$ cat config.mk
export PLATFORM = sky130hd
export DESIGN_NAME = readout_trailer_word_decoder_unit
export DESIGN_NICKNAME = d
export VERILOG_FILES = /design/src/rtl/rtwd_pkg.sv /design/src/rtl/rtwd_decode.sv /design/src/rtl/rtwd_emit.sv /design/src/rtl/readout_trailer_word_decoder_unit.sv
export SDC_FILE = /design/constraint.sdc
export NUM_CORES = 1
export LEC_CHECK = 0
export ABC_CLOCK_PERIOD_IN_PS = 41400
export BUFFER_PORTS_ARGS = -buffer_cell sky130_fd_sc_hd__buf_2
export CORE_AREA = 2 2 253 255
export CTS_CLUSTER_DIAMETER = 150
export DETAILED_ROUTE_END_ITERATION = 16
export DIE_AREA = 0 0 255 257
export PLACE_DENSITY_LB_ADDON = 0.08
export SLEW_MARGIN = 20
export SYNTH_ARGS = -nofsm -noshare
export SYNTH_HDL_FRONTEND = slang
export SYNTH_SLANG_ARGS = --single-unit
export TNS_END_PERCENT = 50
$ cat constraint.sdc
create_clock -name clk -period 41.4 [get_ports clk]
set_input_delay 4.14 -clock clk [delete_from_list [all_inputs] [get_ports clk]]
set_output_delay 4.14 -clock clk [all_outputs]
set_load 0.02 [all_outputs]
$ cat src/rtl/rtwd_pkg.sv
// package for the readout trailer word decoder
// types, field codes and markers shared by the decoder, the record emitter and the top level
// depends on nothing
`default_nettype none

package rtwd_pkg;

    // word markers, bits 31:30
    localparam logic [1:0] MARK_LAST  = 2'd3;
    localparam logic [1:0] MARK_PARAM = 2'd2;

    // record status codes
    localparam logic [1:0] ST_OK        = 2'd0;
    localparam logic [1:0] ST_NO_MARKER = 2'd1;
    localparam logic [1:0] ST_BAD_SIZE  = 2'd2;
    localparam logic [1:0] ST_CORRUPT   = 2'd3;

    // parameter word codes, bits 29:26
    localparam logic [3:0] PCODE_FEC       = 4'd1;
    localparam logic [3:0] PCODE_REG_TWO   = 4'd2;
    localparam logic [3:0] PCODE_REG_THREE = 4'd3;
    localparam logic [3:0] PCODE_ACT_A     = 4'd4;
    localparam logic [3:0] PCODE_ACT_B     = 4'd5;
    localparam logic [3:0] PCODE_CFG_ONE   = 4'd6;
    localparam logic [3:0] PCODE_CFG_TWO   = 4'd7;

    localparam logic [6:0]  MIN_SIZE    = 7'd2;
    localparam logic [15:0] CORRUPT_MAX = 16'hFFFF;

    typedef enum logic [3:0] {
        FLD_UNIT_ID,
        FLD_FW_VERSION,
        FLD_SIZE,
        FLD_PAYLOAD,
        FLD_FEC_A,
        FLD_FEC_B,
        FLD_REG_TWO,
        FLD_REG_THREE,
        FLD_ACT_A,
        FLD_ACT_B,
        FLD_CFG_ONE,
        FLD_CFG_TWO,
        FLD_CORRUPT
    } field_id_t;

    typedef struct packed {
        logic [31:0] word;
        logic        start_req;
    } word_t;

    typedef struct packed {
        logic [1:0]  status;
        logic [3:0]  field_id;
        logic [25:0] field_value;
        logic        last;
    } record_t;

    // decoded trailer contents
    typedef struct packed {
        logic [8:0]  unit_id;
        logic [7:0]  fw_version;
        logic [6:0]  size_words;
        logic [25:0] payload_len;
        logic [19:0] fec_error_a;
        logic [19:0] fec_error_b;
        logic [8:0]  error_reg_two;
        logic [24:0] error_reg_three;
        logic [15:0] active_cards_a;
        logic [15:0] active_cards_b;
        logic [19:0] readout_cfg_one;
        logic [24:0] readout_cfg_two;
        logic [15:0] corrupt_words;
    } report_t;

    // one result event handed from decoder to emitter
    typedef struct packed {
        logic        is_report;
        logic [1:0]  status;
        logic [25:0] err_value;
        report_t     rpt;
    } event_t;

endpackage

`default_nettype wire

$ cat src/rtl/rtwd_decode.sv
// trailer word decoder: holds the trailer state and turns each word into an optional event
// depends on rtwd_pkg
`default_nettype none

module rtwd_decode (
    input  wire logic           clk,
    input  wire logic           rst_n,
    input  wire logic           accept,
    input  wire rtwd_pkg::word_t word_data,
    output logic                evt_hit,
    output rtwd_pkg::event_t    evt
);

    logic              collecting_reg, collecting_next;
    logic [6:0]        left_reg, left_next;
    logic [6:0]        found_reg, found_next;
    rtwd_pkg::report_t rpt_reg, rpt_next;

    logic [31:0]       w;
    logic [1:0]        marker;
    logic [6:0]        sz;
    logic [6:0]        found_last;
    logic              short_trailer;
    rtwd_pkg::report_t rpt_last;

    always_comb
    begin
        w      = word_data.word;
        marker = w[31:30];
        sz     = w[6:0];

        // last word of the trailer: payload size
        rpt_last = rpt_reg;
        if (marker == rtwd_pkg::MARK_PARAM)
        begin
            rpt_last.payload_len = w[25:0];
        end
        found_last    = found_reg + 7'((marker == rtwd_pkg::MARK_PARAM) ? 1 : 0);
        short_trailer = ({1'b0, found_last} + 8'd1) < {1'b0, rpt_reg.size_words};

        // event for this word
        evt           = '0;
        evt.rpt       = rpt_last;
        evt_hit       = 1'b0;
        if (word_data.start_req)
        begin
            if (marker != rtwd_pkg::MARK_LAST)
            begin
                evt_hit    = 1'b1;
                evt.status = rtwd_pkg::ST_NO_MARKER;
            end
            else if (sz < rtwd_pkg::MIN_SIZE)
            begin
                evt_hit       = 1'b1;
                evt.status    = rtwd_pkg::ST_BAD_SIZE;
                evt.err_value = 26'(sz);
            end
        end
        else if (collecting_reg && (left_reg == 7'd0))
        begin
            evt_hit = 1'b1;
            if (short_trailer)
            begin
                evt.status    = rtwd_pkg::ST_CORRUPT;
                evt.err_value = 26'(rpt_reg.size_words - found_last);
            end
            else
            begin
                evt.is_report = 1'b1;
                evt.status    = rtwd_pkg::ST_OK;
            end
        end

        // state update
        collecting_next = collecting_reg;
        left_next       = left_reg;
        found_next      = found_reg;
        rpt_next        = rpt_reg;
        if (accept)
        begin
            if (word_data.start_req)
            begin
                rpt_next               = '0;
                rpt_next.corrupt_words = rpt_reg.corrupt_words;
                collecting_next        = 1'b0;
                left_next              = 7'd0;
                found_next             = 7'd0;
                if ((marker == rtwd_pkg::MARK_LAST) && (sz >= rtwd_pkg::MIN_SIZE))
                begin
                    rpt_next.fw_version = w[23:16];
                    rpt_next.unit_id    = w[15:7];
                    rpt_next.size_words = sz;
                    left_next           = sz - rtwd_pkg::MIN_SIZE;
                    collecting_next     = 1'b1;
                end
            end
            else if (collecting_reg && (left_reg != 7'd0))
            begin
                left_next = left_reg - 7'd1;
                if (marker == rtwd_pkg::MARK_PARAM)
                begin
                    found_next = found_reg + 7'd1;
                    case (w[29:26])
                        rtwd_pkg::PCODE_FEC:
                        begin
                            rpt_next.fec_error_a = {w[25:13], 7'd0};
                            rpt_next.fec_error_b = {w[12:0], 7'd0};
                        end
                        rtwd_pkg::PCODE_REG_TWO:   rpt_next.error_reg_two   = w[8:0];
                        rtwd_pkg::PCODE_REG_THREE: rpt_next.error_reg_three = w[24:0];
                        rtwd_pkg::PCODE_ACT_A:     rpt_next.active_cards_a  = w[15:0];
                        rtwd_pkg::PCODE_ACT_B:     rpt_next.active_cards_b  = w[15:0];
                        rtwd_pkg::PCODE_CFG_ONE:   rpt_next.readout_cfg_one = w[19:0];
                        rtwd_pkg::PCODE_CFG_TWO:   rpt_next.readout_cfg_two = w[24:0];
                        default:
                        begin
                            if (rpt_reg.corrupt_words != rtwd_pkg::CORRUPT_MAX)
                            begin
                                rpt_next.corrupt_words = rpt_reg.corrupt_words + 16'd1;
                            end
                        end
                    endcase
                end
            end
            else if (collecting_reg)
            begin
                rpt_next        = rpt_last;
                found_next      = found_last;
                collecting_next = 1'b0;
            end
        end
    end

    always_ff @(posedge clk or negedge rst_n)
    begin
        if (!rst_n)
        begin
            collecting_reg <= 1'b0;
            left_reg       <= 7'd0;
            found_reg      <= 7'd0;
            rpt_reg        <= '0;
        end
        else
        begin
            collecting_reg <= collecting_next;
            left_reg       <= left_next;
            found_reg      <= found_next;
            rpt_reg        <= rpt_next;
        end
    end

endmodule

`default_nettype wire

$ cat src/rtl/rtwd_emit.sv
// record emitter: one event slot and the output register, walks a report field by field
// depends on rtwd_pkg
`default_nettype none

module rtwd_emit (
    input  wire logic             clk,
    input  wire logic             rst_n,
    input  wire logic             push,
    input  wire rtwd_pkg::event_t evt,
    output logic                  evt_free,
    output logic                  evt_busy,
    output logic                  record_valid,
    input  wire logic             record_stall,
    output rtwd_pkg::record_t     record_data
);

    logic               evt_valid_reg, evt_valid_next;
    rtwd_pkg::event_t   evt_reg;
    logic [3:0]         idx_reg, idx_next;
    logic               out_valid_reg, out_valid_next;
    rtwd_pkg::record_t  out_reg;

    logic               load;
    logic               done;
    rtwd_pkg::record_t  rec;
    logic [25:0]        fval;

    always_comb
    begin
        case (rtwd_pkg::field_id_t'(idx_reg))
            rtwd_pkg::FLD_UNIT_ID:    fval = 26'(evt_reg.rpt.unit_id);
            rtwd_pkg::FLD_FW_VERSION: fval = 26'(evt_reg.rpt.fw_version);
            rtwd_pkg::FLD_SIZE:       fval = 26'(evt_reg.rpt.size_words);
            rtwd_pkg::FLD_PAYLOAD:    fval = evt_reg.rpt.payload_len;
            rtwd_pkg::FLD_FEC_A:      fval = 26'(evt_reg.rpt.fec_error_a);
            rtwd_pkg::FLD_FEC_B:      fval = 26'(evt_reg.rpt.fec_error_b);
            rtwd_pkg::FLD_REG_TWO:    fval = 26'(evt_reg.rpt.error_reg_two);
            rtwd_pkg::FLD_REG_THREE:  fval = 26'(evt_reg.rpt.error_reg_three);
            rtwd_pkg::FLD_ACT_A:      fval = 26'(evt_reg.rpt.active_cards_a);
            rtwd_pkg::FLD_ACT_B:      fval = 26'(evt_reg.rpt.active_cards_b);
            rtwd_pkg::FLD_CFG_ONE:    fval = 26'(evt_reg.rpt.readout_cfg_one);
            rtwd_pkg::FLD_CFG_TWO:    fval = 26'(evt_reg.rpt.readout_cfg_two);
            rtwd_pkg::FLD_CORRUPT:    fval = 26'(evt_reg.rpt.corrupt_words);
            default:                  fval = '0;
        endcase

        if (evt_reg.is_report)
        begin
            rec.status      = rtwd_pkg::ST_OK;
            rec.field_id    = idx_reg;
            rec.field_value = fval;
            rec.last        = (idx_reg == 4'(rtwd_pkg::FLD_CORRUPT));
        end
        else
        begin
            rec.status      = evt_reg.status;
            rec.field_id    = 4'(rtwd_pkg::FLD_UNIT_ID);
            rec.field_value = evt_reg.err_value;
            rec.last        = 1'b1;
        end

        load     = evt_valid_reg && (!out_valid_reg || !record_stall);
        done     = load && rec.last;
        evt_free = !evt_valid_reg || done;
        evt_busy = evt_valid_reg;

        evt_valid_next = push || (evt_valid_reg && !done);
        if (done)
        begin
            idx_next = 4'd0;
        end
        else if (load)
        begin
            idx_next = idx_reg + 4'd1;
        end
        else
        begin
            idx_next = idx_reg;
        end
        out_valid_next = load || (out_valid_reg && record_stall);
    end

    always_ff @(posedge clk or negedge rst_n)
    begin
        if (!rst_n)
        begin
            evt_valid_reg <= 1'b0;
            idx_reg       <= 4'd0;
            out_valid_reg <= 1'b0;
        end
        else
        begin
            evt_valid_reg <= evt_valid_next;
            idx_reg       <= idx_next;
            out_valid_reg <= out_valid_next;
        end
    end

    always_ff @(posedge clk)
    begin
        if (push)
        begin
            evt_reg <= evt;
        end
        if (load)
        begin
            out_reg <= rec;
        end
    end

    assign record_valid = out_valid_reg;
    assign record_data  = out_reg;

endmodule

`default_nettype wire

$ cat src/rtl/readout_trailer_word_decoder_unit.sv
// readout trailer word decoder: one word per cycle unless word_stall is high; records leave
// through the event slot and then the output register, once the word that causes them is taken
// throughput: a full report leaves as thirteen records, and a further result-causing word
//   waits only while the event slot is still draining
// reset: rst_n clears the trailer state, the corruption counter, the event slot and output valid
// depends on rtwd_pkg, rtwd_decode and rtwd_emit
`default_nettype none

module readout_trailer_word_decoder_unit (
    input  wire logic              clk,
    input  wire logic              rst_n,
    // word channel
    input  wire logic              word_valid,
    output logic                   word_stall,
    input  wire rtwd_pkg::word_t   word_data,
    // record channel
    output logic                   record_valid,
    input  wire logic              record_stall,
    output rtwd_pkg::record_t      record_data
);

    logic             accept;
    logic             evt_hit;
    logic             evt_free;
    logic             evt_busy;
    logic             push;
    rtwd_pkg::event_t evt;

    // a word that causes no record is always taken; one that causes a record
    // needs the event slot to be empty or emptying in this cycle
    assign word_stall = evt_hit && !evt_free;
    assign accept     = word_valid && !word_stall;
    assign push       = accept && evt_hit;

    // trailer state and per-word field extraction
    rtwd_decode u_decode (
        .clk       (clk),
        .rst_n     (rst_n),
        .accept    (accept),
        .word_data (word_data),
        .evt_hit   (evt_hit),
        .evt       (evt)
    );

    // event slot plus output register, steps through report fields one per transfer
    rtwd_emit u_emit (
        .clk          (clk),
        .rst_n        (rst_n),
        .push         (push),
        .evt          (evt),
        .evt_free     (evt_free),
        .evt_busy     (evt_busy),
        .record_valid (record_valid),
        .record_stall (record_stall),
        .record_data  (record_data)
    );

`ifndef SYNTHESIS
    // an event is only pushed into a slot that is free or freeing
    assert property (@(posedge clk) disable iff (!rst_n)
        push && evt_busy |-> evt_free)
        else $error("event pushed over a pending event");

    // the records of one report follow without a gap
    assert property (@(posedge clk) disable iff (!rst_n)
        record_valid && !record_stall && !record_data.last |=> record_valid)
        else $error("gap inside a report");

    // report fields come out in order
    assert property (@(posedge clk) disable iff (!rst_n)
        record_valid && !record_stall && !record_data.last
        |=> record_data.field_id == $past(record_data.field_id) + 4'd1)
        else $error("report field out of order");
`endif

endmodule

`default_nettype wire

==> run summary <==
Run status - complete, no violations
Leading area contributor after synthesis - edfxtp_1
Post-route fraction of the period consumed by the critical path - 23.9%
Clock latency on the worst-skew pair - 610 ps
Synthesis warning total - 0
Fraction of layout cells with a size suffix above 1 - 22.1%
Capturing instance or port of the critical path - word_stall
Setup total negative slack - 0 ps
Area fraction of the dominant cell type after synthesis - 37.3%
Leading cell type in the layout, fill and taps excluded - edfxtp_1
Worst slew margin relative to its limit - 28.1%
Avg WL per Cell - 25.1 um
Maximum number of pins on one net before global-route repair - 150
Net count of the finished layout - 1589
Type of origin of the critical path - primary input
CTS Hold Buffers Added - 0
Total nets after synthesis - 1509
Remaining global-route overflow - 0
Biggest area contributors in the synthesized netlist - edfxtp_1 (37%), dfrtp_1 (28%), mux2_4 (6.0%), mux2_2 (3.5%), nand2_1 (3.3%)
Commonest cells after routing, fill and taps aside - edfxtp_1 (247), dfrtp_1 (223), nand2_1 (175)
Ys async rst share - 47.6%
Overall routing resource usage - 18.7%
Die H - 257 um
Setup repair after global routing missed its margin - false
Reg2reg path depth - 8
First-pass DRT Iterations - 5
Maximum number of buffers from clock root to sink - 3
Routed vias - 12200
Number of remaining DRC errors - 0
Die ar. - 65500 um2
Area overhead of the layout relative to synthesis - 15.7%
Remaining antenna violation count - 0
DRC violation total after the first TritonRoute iteration - 984
Pre-CTS setup slack - 31570 ps
Initial antenna violation count - 2
Worst Setup Path Type - primary input to output port
Die width - 255 um
Area inside the core boundary - 62700 um2
Final worst clock skew - 20.3 ps
Number of placement rows - 92
Slew at the pin closest to its max-slew limit - 1080 ps
Via count of the first global-routing pass - 12500
Largest register FFs - 214
Pwr Density - 59.8 nW/um2
End of the worst register-to-register path - u_emit.evt_reg[11]
Critical path data arrival time - 5760 ps
Wire length after detailed routing - 60600 um
CTS HTree Levels - 2
Number of buffers added by the clock tree synthesis step - 54
Root Buffer Master - clkbuf_16
Number of vias per cell after detailed routing - 5.05
Number of enable flip-flop cells after synthesis - 247
Clock slew seen by the registers of the worst setup and hold paths - 60 ps
Worst flop-to-flop path startpoint - u_emit.idx_reg[1]
Starting density of the core - 31.7%
Global-route wire length before repair - 88700 um
Worst endpoint required time - 37260 ps
TritonCTS clock tree - yes
Most used flip-flop cell after synthesis - edfxtp_1
Number of slew-limit violations in the final report - 0
Buffer count from post-CTS setup fixing - 0
Resized Gates After CTS - 0
Type of the worst min-delay path - flop to flop
Final setup violation count - 0
Distinct cells, synth - 72
Final critical path time including I/O delays and setup - 9900 ps
Critical path endpoint category - output port
Register area share after synthesis - 65.4%
I/O Pins - 72
Number of buffers inserted by port buffering - 71
Mean post-synth cell area - 13.8 um2
Post-Syn Instances - 1445
Worst path setup slack after routing - 31500 ps
Post-synthesis register bit count - 471
Sinks on Clock Net - 471
Final number of hold-violating endpoints - 0
Synthesized cell area - 19900 um2
F_max - 0.101 GHz
Total inserted antenna cells - 0
Register-to-register setup slack - 37410 ps
Final weighted congestion in routability-driven placement - 0.755
Crit. Startpoint - word_data[0]
Maximum fanout along the worst path - 57
IR drop worst, VDD - 0.0000365 V
Number of maximum-capacitance violations - 0
Static leakage power - 9.12 nW
Placed wire-length estimate after detailed placement - 37900 um
[stage by stage]
step / instances / area (um2) / hold WS (ps) / utilization, % / total power [W]
finish: 2417 / 23000 / 441 / 36.7 / 0.00138
global route: 2417 / 23000 / 453 / 36.7 / 0.00145
CTS: 2417 / 23000 / 443 / 36.7 / 0.00140
detailed placement: 2315 / 21200 / 431 / 33.8 / 0.000909
global placement: 2315 / 21200 / 426 / 33.8 / 0.000906
floorplan: 1445 / 19900 / 421 / - / 0.000818
[worst max-delay path, cell delays in order]
cell and delay, ps:
buf_2 70, buf_4 520, nand3_1 330, o21ai_2 430, nor2_1 80, buf_2 170
[cell families after synthesis]
| family | count (synthesis) | share of synthesized area (%) |
|---|---|---|
| AOI/OAI and AO/OA | 278 | 9.78 |
| buffers and inverters | 107 | 2.55 |
| adders and majority gates | 27 | 1.74 |
| and+or+nand+nor | 374 | 8.83 |
| DFF | 471 | 65.4 |
| xor gates and xnor gates | 31 | 1.36 |
| muxes | 157 | 10.3 |
[how the worst min path moves through the flow]
| stage | cells past startpoint | start | slack (ps) | endpoint |
|---|---|---|---|---|
| 2_1_floorplan | 0 | u_decode.evt[118] | 420 | u_emit.evt_reg[118] |
| 3_3_place_gp | 0 | u_decode.evt[60] | 430 | u_emit.evt_reg[60] |
| 3_5_place_dp | 0 | u_decode.evt[60] | 430 | u_emit.evt_reg[60] |
| 4_1_cts | 0 | u_decode.evt[42] | 440 | u_emit.evt_reg[42] |
| 5_1_grt | 0 | u_decode.evt[42] | 450 | u_emit.evt_reg[42] |
| 6_report | 0 | u_decode.evt[78] | 440 | u_emit.evt_reg[78] |
[final cells by class]
type	instances	area (um2)
clock inverter	18	193
clock buffer	84	1590
fill	6062	39700
multi-input combinational	867	6420
sequential	471	13000
timing repair buffer	105	633
tap	846	1060
inverter	26	97.6
[routing by layer]
metal / GRT usage [%] / part of all wire, % / vias up
met2: 29.0 / 46 / 301
met1: 27.1 / 48 / 6315
met5: 0 / 0 / -
li1: - / - / 5510
met4: 4.52 / 2.2 / 0
met3: 3.24 / 4.5 / 82
[where the power goes]
group	leakage, nW	total [W]	internal, W	switching, W
clock network	0.866	0.000479	0.000282	0.000197
registers	5.29	0.000638	0.000594	0.0000442
logic	2.96	0.000259	0.000103	0.000156
total	9.12	0.00138	0.000979	0.000397
[cells in the mapped netlist (25+ instances only)]
| cell | n |
|---|---|
| nand3_1 | 32 |
| nor2_1 | 52 |
| a21oi_1 | 32 |
| nor2b_1 | 35 |
| mux2_2 | 61 |
| ha_1 | 26 |
| inv_1 | 25 |
| a22o_1 | 38 |
| edfxtp_1 | 247 |
| nand2_1 | 175 |
| a22oi_1 | 29 |
| dfrtp_1 | 224 |
| clkbuf_1 | 55 |
| mux2_4 | 80 |
| o21ai_0 | 83 |
(Power assumes the default switching activity.)
